[config.mk]
export PLATFORM = sky130hd
export DESIGN_NAME = phase_angle_dimmer_keypad
export DESIGN_NICKNAME = d
export VERILOG_FILES = /design/src/pad_pkg.sv /design/src/pad_keypad.sv /design/src/phase_angle_dimmer_keypad.sv
export SDC_FILE = /design/constraint.sdc
export NUM_CORES = 1
export LEC_CHECK = 0
export ABC_AREA = 1
export ABC_CLOCK_PERIOD_IN_PS = 8400
export BUFFER_PORTS_ARGS = -buffer_cell sky130_fd_sc_hd__buf_2
export CAP_MARGIN = 10
export CORE_MARGIN = 10
export CORE_UTILIZATION = 35
export CTS_BUF_LIST = sky130_fd_sc_hd__clkbuf_4
export DETAILED_ROUTE_END_ITERATION = 8
export HOLD_SLACK_MARGIN = 0.12
export PLACE_DENSITY = 0.54
export SYNTH_ARGS = -nofsm -noshare
export SYNTH_HDL_FRONTEND = slang
export SYNTH_SLANG_ARGS = --single-unit
[constraint.sdc]
create_clock -name clk -period 8.4 [get_ports clk]
set_input_delay 1.26 -clock clk [delete_from_list [all_inputs] [get_ports clk]]
set_output_delay 1.26 -clock clk [all_outputs]
set_load 0.02 [all_outputs]
[src/pad_pkg.sv]
package pad_pkg;

    localparam int unsigned FULL_SCALE = 100;
    localparam int unsigned MAX_DIGITS = 9;

    localparam int unsigned LEVEL_W = 7;
    localparam int unsigned DIGIT_W = 4;

    // item kinds
    localparam logic [1:0] FUNC_TICK       = 2'd0;
    localparam logic [1:0] FUNC_ZERO_CROSS = 2'd1;
    localparam logic [1:0] FUNC_KEY        = 2'd2;
    localparam logic [1:0] FUNC_UNUSED     = 2'd3;

    // decoded key codes beyond the digits
    localparam logic [3:0] KEY_UP    = 4'd10;
    localparam logic [3:0] KEY_DOWN  = 4'd11;
    localparam logic [3:0] KEY_ENTER = 4'd15;
    localparam logic [3:0] KEY_DIGIT_MAX = 4'd9;

    typedef struct packed {
        logic [1:0] func;
        logic [3:0] key_code;
    } in_word_t;

    typedef struct packed {
        logic               gate_fire;
        logic [LEVEL_W-1:0] level;
        logic               entry_error;
    } out_word_t;

    typedef logic [3:0] key_map_t [16];

    localparam key_map_t KEY_MAP = '{
        4'd1, 4'd2, 4'd3, 4'd10, 4'd4, 4'd5, 4'd6, 4'd11,
        4'd7, 4'd8, 4'd9, 4'd12, 4'd13, 4'd0, 4'd14, 4'd15
    };

    function automatic logic [3:0] key_decode(input logic [3:0] raw);
        key_decode = KEY_MAP[raw];
    endfunction

endpackage

[src/pad_keypad.sv]
module pad_keypad (
    input  logic                        clk,
    input  logic                        rst_n,
    input  logic                        key_en,
    input  logic [3:0]                  key_code,
    output logic [pad_pkg::LEVEL_W-1:0] intensity,
    output logic [pad_pkg::LEVEL_W-1:0] level_next,
    output logic                        entry_error
);

    localparam logic [pad_pkg::LEVEL_W-1:0] FULL = pad_pkg::LEVEL_W'(pad_pkg::FULL_SCALE);
    localparam logic [pad_pkg::LEVEL_W-1:0] SAT  = pad_pkg::LEVEL_W'(pad_pkg::FULL_SCALE + 1);
    localparam logic [pad_pkg::DIGIT_W-1:0] MAXD = pad_pkg::DIGIT_W'(pad_pkg::MAX_DIGITS);

    logic [pad_pkg::LEVEL_W-1:0] intensity_reg, intensity_next;
    logic [pad_pkg::LEVEL_W-1:0] entry_value_reg, entry_value_next;
    logic [pad_pkg::DIGIT_W-1:0] entry_digits_reg, entry_digits_next;
    logic [3:0]                  k;
    logic [pad_pkg::LEVEL_W+3:0] shifted;
    logic                        err;

    always_comb
    begin
        k                 = pad_pkg::key_decode(key_code);
        // value * 10 + digit, as (value << 3) + (value << 1)
        shifted           = {entry_value_reg, 3'b000} + {2'b00, entry_value_reg, 1'b0}
                            + {{pad_pkg::LEVEL_W{1'b0}}, k};
        intensity_next    = intensity_reg;
        entry_value_next  = entry_value_reg;
        entry_digits_next = entry_digits_reg;
        err               = 1'b0;
        if (key_en)
        begin
            if (k <= pad_pkg::KEY_DIGIT_MAX)
            begin
                if (entry_digits_reg < MAXD)
                begin
                    entry_digits_next = entry_digits_reg + 1'b1;
                    if (shifted > {4'b0000, SAT})
                        entry_value_next = SAT;
                    else
                        entry_value_next = shifted[pad_pkg::LEVEL_W-1:0];
                end
            end
            else
            begin
                case (k)
                    pad_pkg::KEY_ENTER:
                    begin
                        if (entry_digits_reg != '0)
                        begin
                            if (entry_value_reg <= FULL)
                                intensity_next = entry_value_reg;
                            else
                            begin
                                intensity_next = FULL;
                                err            = 1'b1;
                            end
                            entry_digits_next = '0;
                            entry_value_next  = '0;
                        end
                    end
                    pad_pkg::KEY_UP:
                    begin
                        if (intensity_reg < FULL)
                            intensity_next = intensity_reg + 1'b1;
                    end
                    pad_pkg::KEY_DOWN:
                    begin
                        if (intensity_reg != '0)
                            intensity_next = intensity_reg - 1'b1;
                    end
                    default:
                    begin
                        intensity_next = intensity_reg;
                    end
                endcase
            end
        end
    end

    always_ff @(posedge clk or negedge rst_n)
    begin
        if (!rst_n)
        begin
            intensity_reg    <= '0;
            entry_value_reg  <= '0;
            entry_digits_reg <= '0;
        end
        else
        begin
            intensity_reg    <= intensity_next;
            entry_value_reg  <= entry_value_next;
            entry_digits_reg <= entry_digits_next;
        end
    end

    assign intensity   = intensity_reg;
    assign level_next  = intensity_next;
    assign entry_error = err;

endmodule

[src/phase_angle_dimmer_keypad.sv]
// channel | signals                          | word
// --------+----------------------------------+-----------------------------------
// input   | in_valid, in_ready, in_word      | func, key_code
// output  | out_valid, out_ready, out_word   | gate_fire, level, entry_error
//
// one word per clock while the output is not stalled: an accepted word is held in the
// input register, then its result is loaded into the output register.
// the output register frees up in the cycle it is taken, which sets the rate.
// a stalled output holds the input register too; in_ready drops only when both are full.
// rst_n clears the phase counter, gate, level, entry and both valid flags.
module phase_angle_dimmer_keypad (
    input  logic               clk,
    input  logic               rst_n,
    input  logic               in_valid,
    output logic               in_ready,
    input  pad_pkg::in_word_t  in_word,
    output logic               out_valid,
    input  logic               out_ready,
    output pad_pkg::out_word_t out_word
);

    localparam logic [pad_pkg::LEVEL_W-1:0] FULL = pad_pkg::LEVEL_W'(pad_pkg::FULL_SCALE);

    logic                        in_valid_reg;
    pad_pkg::in_word_t           in_word_reg;
    logic                        out_valid_reg;
    pad_pkg::out_word_t          out_word_reg, out_word_next;
    logic [pad_pkg::LEVEL_W-1:0] phase_reg, phase_next;
    logic                        gate_reg, gate_next;
    logic                        advance;
    logic                        step;
    logic                        key_en;
    logic [pad_pkg::LEVEL_W-1:0] intensity;
    logic [pad_pkg::LEVEL_W-1:0] level_next;
    logic                        entry_error;

    assign advance  = !out_valid_reg || out_ready;
    assign in_ready = !in_valid_reg || advance;
    assign step     = in_valid_reg && advance;
    assign key_en   = step && (in_word_reg.func == pad_pkg::FUNC_KEY);

    pad_keypad u_keypad (
        .clk         (clk),
        .rst_n       (rst_n),
        .key_en      (key_en),
        .key_code    (in_word_reg.key_code),
        .intensity   (intensity),
        .level_next  (level_next),
        .entry_error (entry_error)
    );

    always_comb
    begin
        phase_next = phase_reg;
        gate_next  = gate_reg;
        case (in_word_reg.func)
            pad_pkg::FUNC_TICK:
            begin
                if (phase_reg <= FULL)
                    phase_next = phase_reg + 1'b1;
                else
                    phase_next = '0;
                // intensity never exceeds full scale, so no underflow
                gate_next = (phase_next > (FULL - intensity));
            end
            pad_pkg::FUNC_ZERO_CROSS:
            begin
                phase_next = '0;
                gate_next  = 1'b0;
            end
            default:
            begin
                phase_next = phase_reg;
            end
        endcase
        out_word_next.gate_fire   = gate_next;
        out_word_next.level       = level_next;
        out_word_next.entry_error = entry_error;
    end

    always_ff @(posedge clk or negedge rst_n)
    begin
        if (!rst_n)
        begin
            in_valid_reg  <= 1'b0;
            out_valid_reg <= 1'b0;
            phase_reg     <= '0;
            gate_reg      <= 1'b0;
        end
        else
        begin
            if (in_ready)
                in_valid_reg <= in_valid;
            if (advance)
                out_valid_reg <= in_valid_reg;
            if (step)
            begin
                phase_reg <= phase_next;
                gate_reg  <= gate_next;
            end
        end
    end

    always_ff @(posedge clk)
    begin
        if (in_ready && in_valid)
            in_word_reg <= in_word;
        if (step)
            out_word_reg <= out_word_next;
    end

    assign out_valid = out_valid_reg;
    assign out_word  = out_word_reg;

endmodule

==> results.rst <==
.. list-table::
   :header-rows: 1

   * - Metric
     - Value
   * - Max frequency
     - 300 MHz
   * - Count of input and output buffers
     - 20
   * - Top area cells in the synthesized netlist
     - sky130_fd_sc_hd__dfrtp_1 20%, sky130_fd_sc_hd__nand2_1 17%, sky130_fd_sc_hd__edfxtp_1 13%, sky130_fd_sc_hd__ha_1 11%, sky130_fd_sc_hd__inv_1 7.6%
   * - Met1 track utilization from global routing
     - 0.141
   * - Commonest cells in the synthesized netlist
     - 160 x sky130_fd_sc_hd__nand2_1, 70 x sky130_fd_sc_hd__inv_1, 51 x sky130_fd_sc_hd__nand3_1
   * - Category of the worst setup path capture point
     - flip-flop
   * - Yosys top cell by area
     - sky130_fd_sc_hd__dfrtp_1
   * - Number of pins exceeding their max-slew limit in the final report
     - 0
   * - Count of hold-fix buffers inserted at cts
     - 0
   * - Leak Pwr
     - 2.00 nW
   * - Met2 usage in global routing
     - 0.195
   * - Proportion of power drawn by the clock network
     - 0.090
   * - Layout area overhead
     - 8.58%
   * - Worst Path Arrival
     - 3.57 ns
   * - Path category of the worst min-delay check
     - reg -> reg
   * - Kind of critical path
     - reg -> reg
   * - Library cell used as clock root buffer
     - sky130_fd_sc_hd__clkbuf_4
   * - Die Width
     - 119 um
   * - Share of final-layout standard cells stronger than drive strength 1
     - 0.0930
   * - Total of endpoints with negative setup slack in the final report
     - 0
   * - Post-detailed-route wirelength per cell
     - 12.1 um
   * - Comb pwr share
     - 0.602
   * - Number of synthesized flops with an enable pin
     - 15
   * - Max reg flops
     - 9
   * - Cell-internal power
     - 0.559 mW
   * - Status
     - complete, no violations
   * - Grt peak-use layer
     - met2
   * - Number of global-route vias before repair
     - 2945
   * - Post-synth design cell area
     - 0.00345 mm2
   * - Most frequent cell after synthesis
     - sky130_fd_sc_hd__nand2_1
   * - DRC violations left
     - 0
   * - Post-layout net count
     - 558
   * - Top-area cell type share of the netlist area
     - 0.203
   * - First-pass iteration count of the detailed router
     - 5
   * - Routed vias
     - 3056
   * - Fin crit period
     - 3.33 ns
   * - I/O Pins
     - 21
   * - Cell count after synthesis
     - 492
   * - Die area
     - 0.0142 mm2
   * - H-tree levels
     - 2
   * - Async set-reset flop share out of synthesis
     - 0.651
   * - Total grt overflow
     - 0
   * - Number of nets with antenna violations after detailed routing
     - 0
   * - Total routed wirelength
     - 7870 um
   * - Sequential-to-total area share from yosys stat
     - 0.333
   * - Clock transition time at the flip-flop clock pins of the worst setup and hold paths
     - 0.14 ns
   * - Clock Tree Buf Depth
     - 2
   * - Slew of the pin with the lowest slew margin
     - 0.793 ns
   * - Largest net degree at the start of global routing
     - 29
   * - Vias/cell
     - 4.71
   * - Average cell area after synthesis
     - 7.02 um2
   * - Number of register bits inferred by synthesis
     - 43
   * - Worst clock skew on the final layout
     - 0.0250 ns
   * - Setup crit start kind
     - flip-flop
   * - Prevailing post-synth register cell
     - sky130_fd_sc_hd__dfrtp_1
   * - Clock sinks
     - 43
   * - Total power per unit cell area
     - 304 mW/mm2
   * - Number of violations of the max-capacitance limit
     - 0
   * - Worst slew margin
     - 0.463
   * - Antenna violations before repair
     - 0
   * - Cell row count
     - 36
   * - Count of fill cells added during filler insertion
     - 1014
   * - Core box area
     - 0.00968 mm2
   * - RSZ-0062 raised after global routing
     - no
   * - Met3 Resource Use GR
     - 0.0179
   * - Global placer's final weighted congestion
     - 0.876
   * - Switch share
     - 0.509
   * - Post CTS Setup Buffer Count
     - 0
   * - Count of synthesis-stage warnings from yosys
     - 0
   * - Switching power
     - 0.580 mW
   * - Number of buffers inserted during clock tree synthesis
     - 5
   * - Clock latency on the worst-skew pair
     - 0.36 ns
   * - Effective utilization at floorplan
     - 0.357
   * - Post-synthesis cell type count
     - 37
   * - Number of antenna cells inserted
     - 0
   * - Share of the clock period used by the worst path after layout
     - 0.397
   * - Height of the chip
     - 119 um
   * - Global-route usage over all layers
     - 0.111
   * - Summed negative setup slack over all endpoints
     - 0 ns
   * - Number of DRC markers after the initial detailed-route iteration
     - 158
   * - Required time worst endpoint
     - 8.64 ns
   * - Hold Violations, Final
     - 0
   * - PnR Total Power
     - 1.14 mW
   * - Post-cts gate resize count
     - 0
   * - Wire length of the first global-routing pass
     - 13600 um
   * - Portion of total power attributed to sequential cells
     - 0.308
   * - Syn Nets
     - 535
   * - IR Drop Worst-Case VDD
     - 0.161 mV
   * - DP Wirelength
     - 6380 um
   * - Critical Path Fanout Max
     - 5
   * - TritonCTS clock tree
     - done
routing by layer:
layer / wire length [um] / part of all wire / vias up
met5: 0 / 0 / -
met2: 3840 / 0.49 / 33
met1: 3770 / 0.48 / 1381
met4: 49 / 0.0062 / 0
met3: 206 / 0.026 / 5
li1: - / - / 1637
cell usage in the layout, fill, tap and decap left out, types with 2 or more instances in the layout:
master                     instances
sky130_fd_sc_hd__nor2_4            3
sky130_fd_sc_hd__inv_2             5
sky130_fd_sc_hd__nand4_1           7
sky130_fd_sc_hd__a21oi_1           9
sky130_fd_sc_hd__o31ai_1           2
sky130_fd_sc_hd__o211ai_1          2
sky130_fd_sc_hd__edfxtp_1         15
sky130_fd_sc_hd__o21ai_1           4
sky130_fd_sc_hd__nor2_2            2
sky130_fd_sc_hd__nor2_1           45
sky130_fd_sc_hd__fa_1              2
sky130_fd_sc_hd__inv_1            70
sky130_fd_sc_hd__xnor2_1           2
sky130_fd_sc_hd__dfrtp_1          28
sky130_fd_sc_hd__nand2_2           4
sky130_fd_sc_hd__o22ai_1           7
sky130_fd_sc_hd__o21ai_2           2
sky130_fd_sc_hd__nor3_1            3
sky130_fd_sc_hd__nand3_1          51
sky130_fd_sc_hd__ha_1             31
sky130_fd_sc_hd__xor2_1            7
sky130_fd_sc_hd__clkbuf_4          6
sky130_fd_sc_hd__nand2_1         160
sky130_fd_sc_hd__o21ai_0          15
sky130_fd_sc_hd__buf_2            20
sky130_fd_sc_hd__a211oi_1          2
sky130_fd_sc_hd__nand3b_1          2
power by group through the flow:
stage,clock (mW),combinational [mW],sequential [mW]
2_1_floorplan,0,0.537,0.341
3_3_place_gp,0,0.675,0.356
3_5_place_dp,0,0.687,0.356
4_1_cts,0.107,0.690,0.351
5_1_grt,0.116,0.793,0.363
6_report,0.103,0.685,0.351
path summary, 6_finish.rpt:
| check | from | endpoint | slack, ns | depth (start not counted) |
|---|---|---|---|---|
| setup reg to reg | in_word_reg[0] | u_keypad.entry_value_reg[2] | 5.07 | 19 |
| setup / recovery | in_word_reg[0] | u_keypad.entry_value_reg[2] | 5.07 | 19 |
| hold reg to reg | gate_reg | gate_reg | 0.53 | 2 |
| max in group asynchronous | rst_n | u_keypad.entry_digits_reg[3] | 7.03 | 1 |
| hold / removal | gate_reg | gate_reg | 0.53 | 2 |
| min in group asynchronous | rst_n | phase_reg[4] | 0.92 | 1 |
area by class of cell:
type,instances,area [um2],area share
flip-flops and latches,43,1150,0.307
multi-input cells,369,1990,0.531
clock inverters,2,12.5,0.00334
repair buffers,20,100,0.0267
inverters,76,285,0.0761
well taps,133,166,0.0444
clock buffers,6,45.0,0.0120
stage by stage:
step                std cells  utilization  hold slack, ns  cell area [um2]  setup WS (ns)
floorplan                 492            -           0.472             3450           5.39
global placement          641        0.381           0.497             3690           5.19
detailed placement        641        0.381           0.502             3690           5.13
CTS                       649        0.387           0.536             3750           5.09
global route              649        0.387           0.597             3750           4.74
finish                    649        0.387           0.534             3750           5.07
cell families after synthesis:
kind of cell             count (synthesis)  share of synthesized area
AND/OR/NAND/NOR                        282                      0.351
flip-flops                              43                      0.333
XOR/XNOR                                 9                     0.0228
buffers and inverters                   80                     0.0905
adder cells (fa/ha/maj)                 33                      0.124
AO/OA/AOI/OAI                           45                     0.0786
critical path, cell delays in order (launching register included):
cell,delay (ns)
sky130_fd_sc_hd__edfxtp_1,0.43
sky130_fd_sc_hd__inv_1,0.10
sky130_fd_sc_hd__ha_1,0.31
sky130_fd_sc_hd__nand2_1,0.05
sky130_fd_sc_hd__nand2_1,0.05
sky130_fd_sc_hd__nand2_1,0.04
sky130_fd_sc_hd__nand2_1,0.14
sky130_fd_sc_hd__inv_1,0.08
sky130_fd_sc_hd__ha_1,0.27
sky130_fd_sc_hd__ha_1,0.25
sky130_fd_sc_hd__fa_1,0.43
sky130_fd_sc_hd__or2_2,0.29
sky130_fd_sc_hd__nand2_1,0.07
sky130_fd_sc_hd__nand2_1,0.07
sky130_fd_sc_hd__nand3_1,0.08
sky130_fd_sc_hd__nor2_1,0.04
sky130_fd_sc_hd__a21oi_1,0.25
sky130_fd_sc_hd__nand3_1,0.12
sky130_fd_sc_hd__nand2_1,0.08
sky130_fd_sc_hd__nand2_1,0.05
Power figures use the tool's default switching activity.
